## config.mk

```make
export PLATFORM = sky130hd
export DESIGN_NAME = goal_packet_polar_converter_unit
export DESIGN_NICKNAME = d
export VERILOG_FILES = /design/src/rtl/core/gppc_pkg.sv /design/src/rtl/core/gppc_polar.sv /design/src/rtl/core/gppc_datapath.sv /design/src/rtl/core/gppc_ctrl.sv /design/src/rtl/core/goal_packet_polar_converter_unit.sv
export SDC_FILE = /design/constraint.sdc
export NUM_CORES = 2
export LEC_CHECK = 0
export CAP_MARGIN = 20
export CORE_ASPECT_RATIO = 1.5
export CORE_MARGIN = 2
export CORE_UTILIZATION = 35
export DETAILED_ROUTE_END_ITERATION = 8
export DONT_BUFFER_PORTS = 1
export GPL_TIMING_DRIVEN = 0
export RECOVER_POWER = 50
export SYNTH_ARGS = -nofsm -noshare
export SYNTH_HDL_FRONTEND = slang
export SYNTH_MEMORY_MAX_BITS = 65536
export SYNTH_SLANG_ARGS = --single-unit
```

## constraint.sdc

```tcl
create_clock -name clk -period 19.45 [get_ports clk]
set_clock_uncertainty 0.2 [all_clocks]
set_input_delay 3.89 -clock clk [delete_from_list [all_inputs] [get_ports clk]]
set_output_delay 3.89 -clock clk [all_outputs]
set_load 0.02 [all_outputs]
```

## src/rtl/core/gppc_pkg.sv

```systemverilog
// Package for the goal packet polar converter: types, constants and the
// CORDIC arctangent table. Used by every module in rtl/core.
package gppc_pkg;

  localparam int unsigned CordicIters = 31;
  localparam int unsigned CoordW      = 40;  // signed CORDIC coordinate width
  localparam int unsigned IterW       = 5;
  localparam int unsigned SqrtW       = 32;
  localparam int unsigned SqrtSteps   = 16;
  localparam int unsigned OutW        = 13;

  localparam logic [8:0]  OffsetSub   = 9'd60;
  localparam logic [31:0] RightAngle  = 32'h4000_0000;
  localparam logic [31:0] HalfTurn    = 32'h8000_0000;
  localparam logic [12:0] StepsPerTurn = 13'd5760;
  localparam logic [12:0] OriginAngle = 13'd1440;

  typedef enum logic [2:0] {
    PH_HUNT    = 3'd0,
    PH_SECOND  = 3'd1,
    PH_PAY0    = 3'd2,
    PH_PAY1    = 3'd3,
    PH_PAY2    = 3'd4,
    PH_PAY3    = 3'd5
  } phase_t;

  typedef enum logic [2:0] {
    ST_IDLE,
    ST_LOAD,
    ST_ITER,
    ST_FINISH,
    ST_OUT
  } state_t;

  localparam logic [1:0] CFG_ATTACK_BLUE = 2'd0;
  localparam logic [1:0] CFG_START_FIRST = 2'd1;
  localparam logic [1:0] CFG_START_SECOND = 2'd2;

  typedef struct packed {
    logic load;     // latch goal coordinates and prime both units
    logic iterate;  // run one CORDIC step and, while the trial bit lasts, one square root step
    logic finish;   // form the final angles and magnitudes
  } cmd_t;

  typedef struct packed {
    logic last_iter;
  } status_t;

  function automatic logic [31:0] atan_tab(input logic [IterW-1:0] i);
    logic [31:0] t;
    unique case (i)
      5'd0:  t = 32'h20000000; 5'd1:  t = 32'h12E4051E; 5'd2:  t = 32'h09FB385B;
      5'd3:  t = 32'h051111D4; 5'd4:  t = 32'h028B0D43; 5'd5:  t = 32'h0145D7E1;
      5'd6:  t = 32'h00A2F61E; 5'd7:  t = 32'h00517C55; 5'd8:  t = 32'h0028BE53;
      5'd9:  t = 32'h00145F2F; 5'd10: t = 32'h000A2F98; 5'd11: t = 32'h000517CC;
      5'd12: t = 32'h00028BE6; 5'd13: t = 32'h000145F3; 5'd14: t = 32'h0000A2FA;
      5'd15: t = 32'h0000517D; 5'd16: t = 32'h000028BE; 5'd17: t = 32'h0000145F;
      5'd18: t = 32'h00000A30; 5'd19: t = 32'h00000518; 5'd20: t = 32'h0000028C;
      5'd21: t = 32'h00000146; 5'd22: t = 32'h000000A3; 5'd23: t = 32'h00000051;
      5'd24: t = 32'h00000029; 5'd25: t = 32'h00000014; 5'd26: t = 32'h0000000A;
      5'd27: t = 32'h00000005; 5'd28: t = 32'h00000003; 5'd29: t = 32'h00000001;
      5'd30: t = 32'h00000001;
      default: t = 32'h0;
    endcase
    return t;
  endfunction

endpackage

```

## src/rtl/core/gppc_polar.sv

```systemverilog
// One goal's polar unit: an iterative CORDIC vectoring engine and a
// digit-by-digit square root that step together. Depends on gppc_pkg.
module gppc_polar import gppc_pkg::*; (
  input  logic                 clk,
  input  logic                 load,
  input  logic                 iterate,
  input  logic                 finish,
  input  logic [IterW-1:0]     iter,
  input  logic signed [8:0]    gx,
  input  logic signed [8:0]    gy,
  output logic [OutW-1:0]      angle,
  output logic [OutW-1:0]      distance
);

  logic signed [CoordW-1:0] cx_r, cx_nxt, cy_r, cy_nxt;
  logic [31:0]              z_r, z_nxt;
  logic                     origin_r, origin_nxt;
  logic [SqrtW-1:0]         n_r, n_nxt, res_r, res_nxt, bit_r, bit_nxt;
  logic [OutW-1:0]          angle_r, angle_nxt, dist_r, dist_nxt;

  logic signed [CoordW-1:0] sx, sy, dx, dy;
  logic signed [17:0]       sq;
  logic [31:0]              brg;
  logic [44:0]              prod;
  logic [12:0]              rnd;
  logic [SqrtW-1:0]         trial;

  always_comb begin
    cx_nxt = cx_r; cy_nxt = cy_r; z_nxt = z_r; origin_nxt = origin_r;
    n_nxt = n_r; res_nxt = res_r; bit_nxt = bit_r;
    angle_nxt = angle_r; dist_nxt = dist_r;
    sx = {{(CoordW-33){gx[8]}}, gx, 24'd0};
    sy = {{(CoordW-33){gy[8]}}, gy, 24'd0};
    dx = cy_r >>> iter;
    dy = cx_r >>> iter;
    sq = 18'(gx * gx) + 18'(gy * gy);
    trial = res_r + bit_r;
    brg = RightAngle - z_r;
    prod = {13'd0, brg} * 45'(StepsPerTurn);
    rnd = 13'((prod + 45'(HalfTurn)) >> 32);
    if (load) begin
      origin_nxt = (gx == 9'sd0) && (gy == 9'sd0);
      if (gx < 0) begin
        cx_nxt = -sx; cy_nxt = -sy; z_nxt = HalfTurn;
      end else begin
        cx_nxt = sx; cy_nxt = sy; z_nxt = 32'd0;
      end
      n_nxt = {4'd0, sq[17:0], 10'd0};
      res_nxt = '0;
      bit_nxt = 32'h4000_0000;
    end else if (iterate) begin
      if (cy_r >= 0) begin
        cx_nxt = cx_r + dx; cy_nxt = cy_r - dy; z_nxt = z_r + atan_tab(iter);
      end else begin
        cx_nxt = cx_r - dx; cy_nxt = cy_r + dy; z_nxt = z_r - atan_tab(iter);
      end
      // Square root steps stop once the trial bit has shifted out.
      if (bit_r != '0) begin
        if (n_r >= trial) begin
          n_nxt = n_r - trial;
          res_nxt = (res_r >> 1) + bit_r;
        end else begin
          res_nxt = res_r >> 1;
        end
        bit_nxt = bit_r >> 2;
      end
    end else if (finish) begin
      if (origin_r) angle_nxt = OriginAngle;
      else if (rnd >= StepsPerTurn) angle_nxt = '0;
      else angle_nxt = rnd;
      dist_nxt = 13'((res_r + 32'd1) >> 1);
    end
  end

  always_ff @(posedge clk) begin
    cx_r <= cx_nxt; cy_r <= cy_nxt; z_r <= z_nxt; origin_r <= origin_nxt;
    n_r <= n_nxt; res_r <= res_nxt; bit_r <= bit_nxt;
    angle_r <= angle_nxt; dist_r <= dist_nxt;
  end

  assign angle    = angle_r;
  assign distance = dist_r;

endmodule

```

## src/rtl/core/gppc_datapath.sv

```systemverilog
// Datapath: packet parser, payload registers, goal offset and selection and
// the two polar units. Depends on gppc_pkg and gppc_polar.
module gppc_datapath import gppc_pkg::*; (
  input  logic              clk,
  input  logic              rst_n,
  input  logic              byte_take,
  input  logic [7:0]        rx_byte,
  input  logic              attack_blue,
  input  logic [7:0]        start_first,
  input  logic [7:0]        start_second,
  input  cmd_t              cmd,
  output status_t           status,
  output logic              pkt_done,
  output logic [OutW-1:0]   attack_angle,
  output logic [OutW-1:0]   attack_distance,
  output logic [OutW-1:0]   defend_angle,
  output logic [OutW-1:0]   defend_distance,
  output logic              attack_visible,
  output logic              defend_visible,
  output logic signed [8:0] attack_goal_x
);

  phase_t     phase_r, phase_nxt;
  logic [7:0] pay_r [3];
  logic [7:0] last_r;
  logic [IterW-1:0] iter_r;
  logic signed [8:0] yx, yy, bx, by, ax, ay, ddx, ddy;
  logic signed [8:0] ax_r, ay_r, dx_r, dy_r;

  always_comb begin
    phase_nxt = phase_r;
    pkt_done = 1'b0;
    if (byte_take) begin
      unique case (phase_r)
        PH_SECOND: begin
          if (rx_byte == start_second) phase_nxt = PH_PAY0;
          else if (rx_byte == start_first) phase_nxt = PH_SECOND;
          else phase_nxt = PH_HUNT;
        end
        PH_PAY0: phase_nxt = PH_PAY1;
        PH_PAY1: phase_nxt = PH_PAY2;
        PH_PAY2: phase_nxt = PH_PAY3;
        PH_PAY3: begin
          phase_nxt = PH_HUNT;
          pkt_done = 1'b1;
        end
        default: phase_nxt = (rx_byte == start_first) ? PH_SECOND : PH_HUNT;
      endcase
    end
  end

  always_ff @(posedge clk) begin
    if (!rst_n) phase_r <= PH_HUNT;
    else phase_r <= phase_nxt;
  end

  always_ff @(posedge clk) begin
    if (byte_take) begin
      if (phase_r == PH_PAY0) pay_r[0] <= rx_byte;
      if (phase_r == PH_PAY1) pay_r[1] <= rx_byte;
      if (phase_r == PH_PAY2) pay_r[2] <= rx_byte;
      if (phase_r == PH_PAY3) last_r <= rx_byte;
    end
  end

  always_comb begin
    yx = (pay_r[0] != 8'd0) ? $signed({1'b0, pay_r[0]}) - $signed(OffsetSub)
                            : $signed({1'b0, pay_r[0]});
    yy = (pay_r[0] != 8'd0) ? $signed({1'b0, pay_r[1]}) - $signed(OffsetSub)
                            : $signed({1'b0, pay_r[1]});
    bx = (pay_r[2] != 8'd0) ? $signed({1'b0, pay_r[2]}) - $signed(OffsetSub)
                            : $signed({1'b0, pay_r[2]});
    by = (pay_r[2] != 8'd0) ? $signed({1'b0, last_r}) - $signed(OffsetSub)
                            : $signed({1'b0, last_r});
    ax  = attack_blue ? bx : yx;
    ay  = attack_blue ? by : yy;
    ddx = attack_blue ? yx : bx;
    ddy = attack_blue ? yy : by;
  end

  always_ff @(posedge clk) begin
    if (cmd.load) begin
      ax_r <= ax; ay_r <= ay; dx_r <= ddx; dy_r <= ddy;
    end
    if (cmd.load) iter_r <= '0;
    else if (cmd.iterate) iter_r <= iter_r + 1'b1;
  end

  assign status.last_iter = (iter_r == IterW'(CordicIters - 1));

  gppc_polar u_attack (
    .clk(clk), .load(cmd.load), .iterate(cmd.iterate), .finish(cmd.finish),
    .iter(iter_r), .gx(ax), .gy(ay),
    .angle(attack_angle), .distance(attack_distance)
  );

  gppc_polar u_defend (
    .clk(clk), .load(cmd.load), .iterate(cmd.iterate), .finish(cmd.finish),
    .iter(iter_r), .gx(ddx), .gy(ddy),
    .angle(defend_angle), .distance(defend_distance)
  );

  assign attack_visible = (ay_r != 9'sd0);
  assign defend_visible = (dy_r != 9'sd0);
  assign attack_goal_x  = ax_r;

endmodule

```

## src/rtl/core/gppc_ctrl.sv

```systemverilog
// Controller state machine: takes bytes, sequences the polar units and holds
// the result word until it is taken. Depends on gppc_pkg.
module gppc_ctrl import gppc_pkg::*; (
  input  logic    clk,
  input  logic    rst_n,
  input  logic    in_valid,
  output logic    in_ready,
  output logic    out_valid,
  input  logic    out_ready,
  input  logic    pkt_done,
  input  status_t status,
  output cmd_t    cmd
);

  state_t state_r, state_nxt;

  always_ff @(posedge clk) begin
    if (!rst_n) state_r <= ST_IDLE;
    else state_r <= state_nxt;
  end

  always_comb begin
    state_nxt = state_r;
    cmd = '0;
    in_ready = 1'b0;
    out_valid = 1'b0;
    unique case (state_r)
      ST_IDLE: begin
        in_ready = 1'b1;
        if (in_valid && pkt_done) state_nxt = ST_LOAD;
      end
      ST_LOAD: begin
        cmd.load = 1'b1;
        state_nxt = ST_ITER;
      end
      ST_ITER: begin
        cmd.iterate = 1'b1;
        if (status.last_iter) state_nxt = ST_FINISH;
      end
      ST_FINISH: begin
        cmd.finish = 1'b1;
        state_nxt = ST_OUT;
      end
      ST_OUT: begin
        out_valid = 1'b1;
        if (out_ready) state_nxt = ST_IDLE;
      end
      default: state_nxt = ST_IDLE;
    endcase
  end

endmodule

```

## src/rtl/core/goal_packet_polar_converter_unit.sv

```systemverilog
// Goal packet polar converter top level: configuration registers, controller
// and datapath. Depends on gppc_pkg, gppc_ctrl and gppc_datapath.
//
// Bytes that do not complete a packet are taken while the controller is idle
// and give no word. The byte that completes a packet starts both goals'
// conversion: a load step, 31 CORDIC iterations shared by both units (the
// square root steps with them until its trial bit has shifted out), a finish
// step and an output state that holds the result word until it is taken.
// The next byte is accepted only after the word has been taken; the CordicIters
// count of the CORDIC loop sets how long the conversion runs.
module goal_packet_polar_converter_unit import gppc_pkg::*; (
  input  logic              clk,
  input  logic              rst_n,
  input  logic              in_valid,
  output logic              in_ready,
  input  logic [7:0]        in_rx_byte,
  output logic              out_valid,
  input  logic              out_ready,
  output logic [12:0]       out_attack_angle,
  output logic [12:0]       out_attack_distance,
  output logic [12:0]       out_defend_angle,
  output logic [12:0]       out_defend_distance,
  output logic              out_attack_visible,
  output logic              out_defend_visible,
  output logic signed [8:0] out_attack_goal_x,
  input  logic              cfg_we,
  input  logic [1:0]        cfg_index,
  input  logic [7:0]        cfg_wdata
);

  logic       attack_blue_r;
  logic [7:0] start_first_r, start_second_r;
  cmd_t       cmd;
  status_t    status;
  logic       pkt_done;

  always_ff @(posedge clk) begin
    if (!rst_n) begin
      attack_blue_r <= 1'b0;
      start_first_r <= '0;
      start_second_r <= '0;
    end else if (cfg_we) begin
      if (cfg_index == CFG_ATTACK_BLUE) attack_blue_r <= cfg_wdata[0];
      if (cfg_index == CFG_START_FIRST) start_first_r <= cfg_wdata;
      if (cfg_index == CFG_START_SECOND) start_second_r <= cfg_wdata;
    end
  end

  gppc_ctrl u_ctrl (
    .clk(clk), .rst_n(rst_n), .in_valid(in_valid), .in_ready(in_ready),
    .out_valid(out_valid), .out_ready(out_ready), .pkt_done(pkt_done),
    .status(status), .cmd(cmd)
  );

  gppc_datapath u_dp (
    .clk(clk), .rst_n(rst_n), .byte_take(in_valid && in_ready),
    .rx_byte(in_rx_byte), .attack_blue(attack_blue_r),
    .start_first(start_first_r), .start_second(start_second_r),
    .cmd(cmd), .status(status), .pkt_done(pkt_done),
    .attack_angle(out_attack_angle), .attack_distance(out_attack_distance),
    .defend_angle(out_defend_angle), .defend_distance(out_defend_distance),
    .attack_visible(out_attack_visible), .defend_visible(out_defend_visible),
    .attack_goal_x(out_attack_goal_x)
  );

  // Input and output sides never handshake in the same cycle.
  a_excl: assert property (@(posedge clk) disable iff (!rst_n)
    !(in_ready && out_valid)) else $error("in_ready with out_valid");

  // A result word appears only after a finish command.
  a_fin: assert property (@(posedge clk) disable iff (!rst_n)
    $rose(out_valid) |-> $past(cmd.finish)) else $error("word without finish");

  a_angle: assert property (@(posedge clk) disable iff (!rst_n)
    out_valid |-> (out_attack_angle < StepsPerTurn && out_defend_angle < StepsPerTurn))
    else $error("angle out of range");

endmodule
```

==> summary.txt <==
Gate Count Post-Synth = 8099
worst slew margin relative to its limit = -130%
part of the power in registers = 22.4%
die area = 212000 um^2
number of global-route vias before repair = 64572
Core ar. = 207000 um^2
largest net degree at the start of global routing = 57
CP endpoint kind = flip-flop
Leakage = 33.0 nW
P_sw = 2.65 mW
Inst Count DP = 10825
Avg Synthesized Cell Area = 8.98 um^2
combinational share of power = 53.7%
period utilization = 62.9%
CP required = 19.68 ns
area leader, netlist = edfxtp_1
Slew @ Worst Pin = 3.44 ns
Die Wd = 376 um
Post-Route Setup TNS = 0 ns
PortBufs = 0
share of layout cells above drive strength 1 = 7.53%
mean routed wirelength per cell = 25.5 um
CTS buffer count = 71
WL final = 279000 um
post-route minimum period = 12.23 ns
crit path kind = reg -> reg
Post-synth EDFFs = 373
area grow syn2layout = 8.81%
Top FF cell, synth = edfxtp_1
internal power = 3.52 mW
Die H = 562 um
GRT Overall Usage = 25.9%
CTS resizes = 0
Clk pin slew, worst setup/hold paths = 0.06 ns
ranking of synthesized cells by area = edfxtp_1 (15%), ha_1 (12%), fa_1 (11%), mux4_2 (6.8%), xnor2_1 (6.3%)
depth of the CTS H-tree = 3
Seq cells post-synth = 555
Post-DP HPWL = 222000 um
area share of the largest cell type after synthesis = 15.4%
Antenna Nets Post-Route = 0
Final GP Congestion = 1.05
max-cap check violation count = 10
IO Count = 88
sequential share of the synthesized area = 20.4%
peak supply drop = 0.0795 mV
Overflow after GRT = 0
Sw Share = 43.0%
Critical Path AT = 12.46 ns
hold path depth = 2
max-slew violation count = 347
Worst path most repeated cell = clkbuf_1
CTS tree = built
Yosys warnings = 0
most frequent cells in the layout = inv_1 (794), ha_1 (689), nand2_1 (631)
final setup fails = 0
failing checks = max-capacitance violations, max-slew violations
status = complete, but fails checks
Reg2Reg Depth = 30
Netlist cell types = 102
Detailed Routing Iterations Pass 1 = 6
Net count, final = 9315
fmax = 81.8 MHz
global-route wire length before repair = 411000 um
RSZ-0062 raised after global routing = false
Mapped Area = 72700 um^2
Final Util = 38.2%
Filler Cells Inserted = 20876
syn nets = 9198
most common cell after layout, fill and taps aside = inv_1
Rows = 205
initial antenna violation count = 21
CP max-delay cell = a211oi_1
drt initial violations = 5169
Root Driver = clkbuf_16
Worst Hold Class = reg -> reg
DRC viols = 0
Clock power frac = 24.0%
Power Total = 6.17 mW
share of flip-flops with an asynchronous set or reset = 0%
DR vias/cell = 5.86
filler-free cell count of the finished design = 10974
Final Hold Viols = 0
Max FO, Critical Path = 10
Hold-fix buffers, CTS = 0
Pwr Density = 77.9 nW/um^2
Clk Latency, worst-skew pair = 0.72 ns
Initial Util = 35.1%
post-CTS setup buffers = 0
CP startpoint kind = flip-flop
CTS max path bufs = 3
CTS sink cnt = 555
slowest stage delay, CP = 1.07 ns
worst hold slack = 0.276 ns
via count = 64362
kinds of logic after synthesis:
family / after synthesis / synth area share, %
compound gates: 1913 / 16.6
xor+xnor: 782 / 9.42
fa+ha+maj: 1076 / 22.5
buf+inv: 1140 / 6.31
flops: 555 / 20.4
mux: 460 / 10.6
other cells: 1 / 0.00515
simple gates: 2172 / 14.1
per-layer routing:
metal | global-route usage [%] | wire length (um) | vias to the layer above | share of wire, %
li1 | - | - | 29167 | -
met1 | 27.8 | 99700 | 31786 | 36
met2 | 46.3 | 140000 | 2569 | 50
met3 | 4.84 | 17600 | 830 | 6.3
met4 | 17.1 | 21700 | 10 | 7.8
met5 | 0 | 57 | - | 0.020
critical path: cells and delay by family, from the launching register on:
kind | cells | cell delay [ns]
XOR/XNOR | 2 | 0.37
adder cells (fa/ha/maj) | 2 | 0.57
AO/OA/AOI/OAI | 5 | 2.00
flip-flops | 1 | 0.49
AND/OR/NAND/NOR | 11 | 2.91
buffers and inverters | 10 | 5.34
cell usage after synthesis, drive strengths merged, types with 15 or more instances:
master	n
o31ai	58
a21oi	515
nor3	172
a211oi	59
o21bai	106
or2	38
nor3b	28
o21a	47
a21boi	20
or3	65
clkbuf	221
ha	689
mux2	87
a31o	39
dfxtp	182
a221oi	31
a21o	220
nand2b	65
nand3	161
and3	68
buf	111
xor2	257
mux4	237
o21ai	484
o22ai	28
o211ai	28
or4	19
nand2	631
a31oi	114
mux2i	136
nand4	60
edfxtp	373
nor2	621
and2	55
xnor2	525
nor2b	72
nor4	58
fa	387
nand3b	15
inv	797
stage by stage:
step	setup slack, ns	instance area (um^2)
6_report	7.22	79200
5_1_grt	7.23	79100
4_1_cts	7.79	79200
3_5_place_dp	7.85	76700
3_3_place_gp	7.52	76100
2_1_floorplan	11.04	72700
flip-flops by register name, summed over array words and instances, names as in the netlist, 5 cells and up, named ones only:
signal                  flops
start_first_r               8
start_second_r              8
u_dp.attack_goal_x          9
u_dp.ay_r                   9
u_dp.dy_r                   9
u_dp.iter_r                 5
u_dp.last_r                 8
u_dp.pay_r                 24
u_dp.u_attack.angle        13
u_dp.u_attack.bit_r        16
u_dp.u_attack.cx_r         40
u_dp.u_attack.cy_r         40
u_dp.u_attack.distance     13
u_dp.u_attack.n_r          32
u_dp.u_attack.res_r        32
u_dp.u_attack.z_r          32
u_dp.u_defend.angle        13
u_dp.u_defend.bit_r        16
u_dp.u_defend.cx_r         40
u_dp.u_defend.cy_r         40
u_dp.u_defend.distance     13
u_dp.u_defend.n_r          32
u_dp.u_defend.res_r        32
u_dp.u_defend.z_r          32
power by group through the flow:
| stage | Sequential [mW] | Clock (mW) | Combinational (mW) |
|---|---|---|---|
| 2_1_floorplan | 1.39 | 0 | 2.33 |
| 3_3_place_gp | 1.40 | 0 | 3.20 |
| 3_5_place_dp | 1.40 | 0 | 3.23 |
| 4_1_cts | 1.38 | 1.51 | 3.25 |
| 5_1_grt | 1.38 | 1.55 | 3.59 |
| 6_report | 1.38 | 1.48 | 3.31 |
final cells by class:
class                      count  area [um^2]  area share (%)
antenna                       10         25.0          0.0316
buffer                       332         1550            1.96
clock buffer                  84         1900            2.40
clock inverter                46          646           0.816
inverter                     808         3030            3.83
multi-input combinational   6404        53300            67.4
sequential                   555        14800            18.8
tap                         2691         3370            4.25
timing repair buffer          44          470           0.594
worst paths after layout:
kind                              from                     end  slack [ns]
setup / recovery        u_dp.iter_r[4]  u_dp.u_defend.cx_r[39]        7.22
hold / removal    u_dp.u_defend.n_r[3]    u_dp.u_defend.n_r[3]        0.28
setup reg to reg        u_dp.iter_r[4]  u_dp.u_defend.cx_r[39]        7.22
hold reg to reg   u_dp.u_defend.n_r[3]    u_dp.u_defend.n_r[3]        0.28
Note: power is estimated with default switching activity, not from simulation.
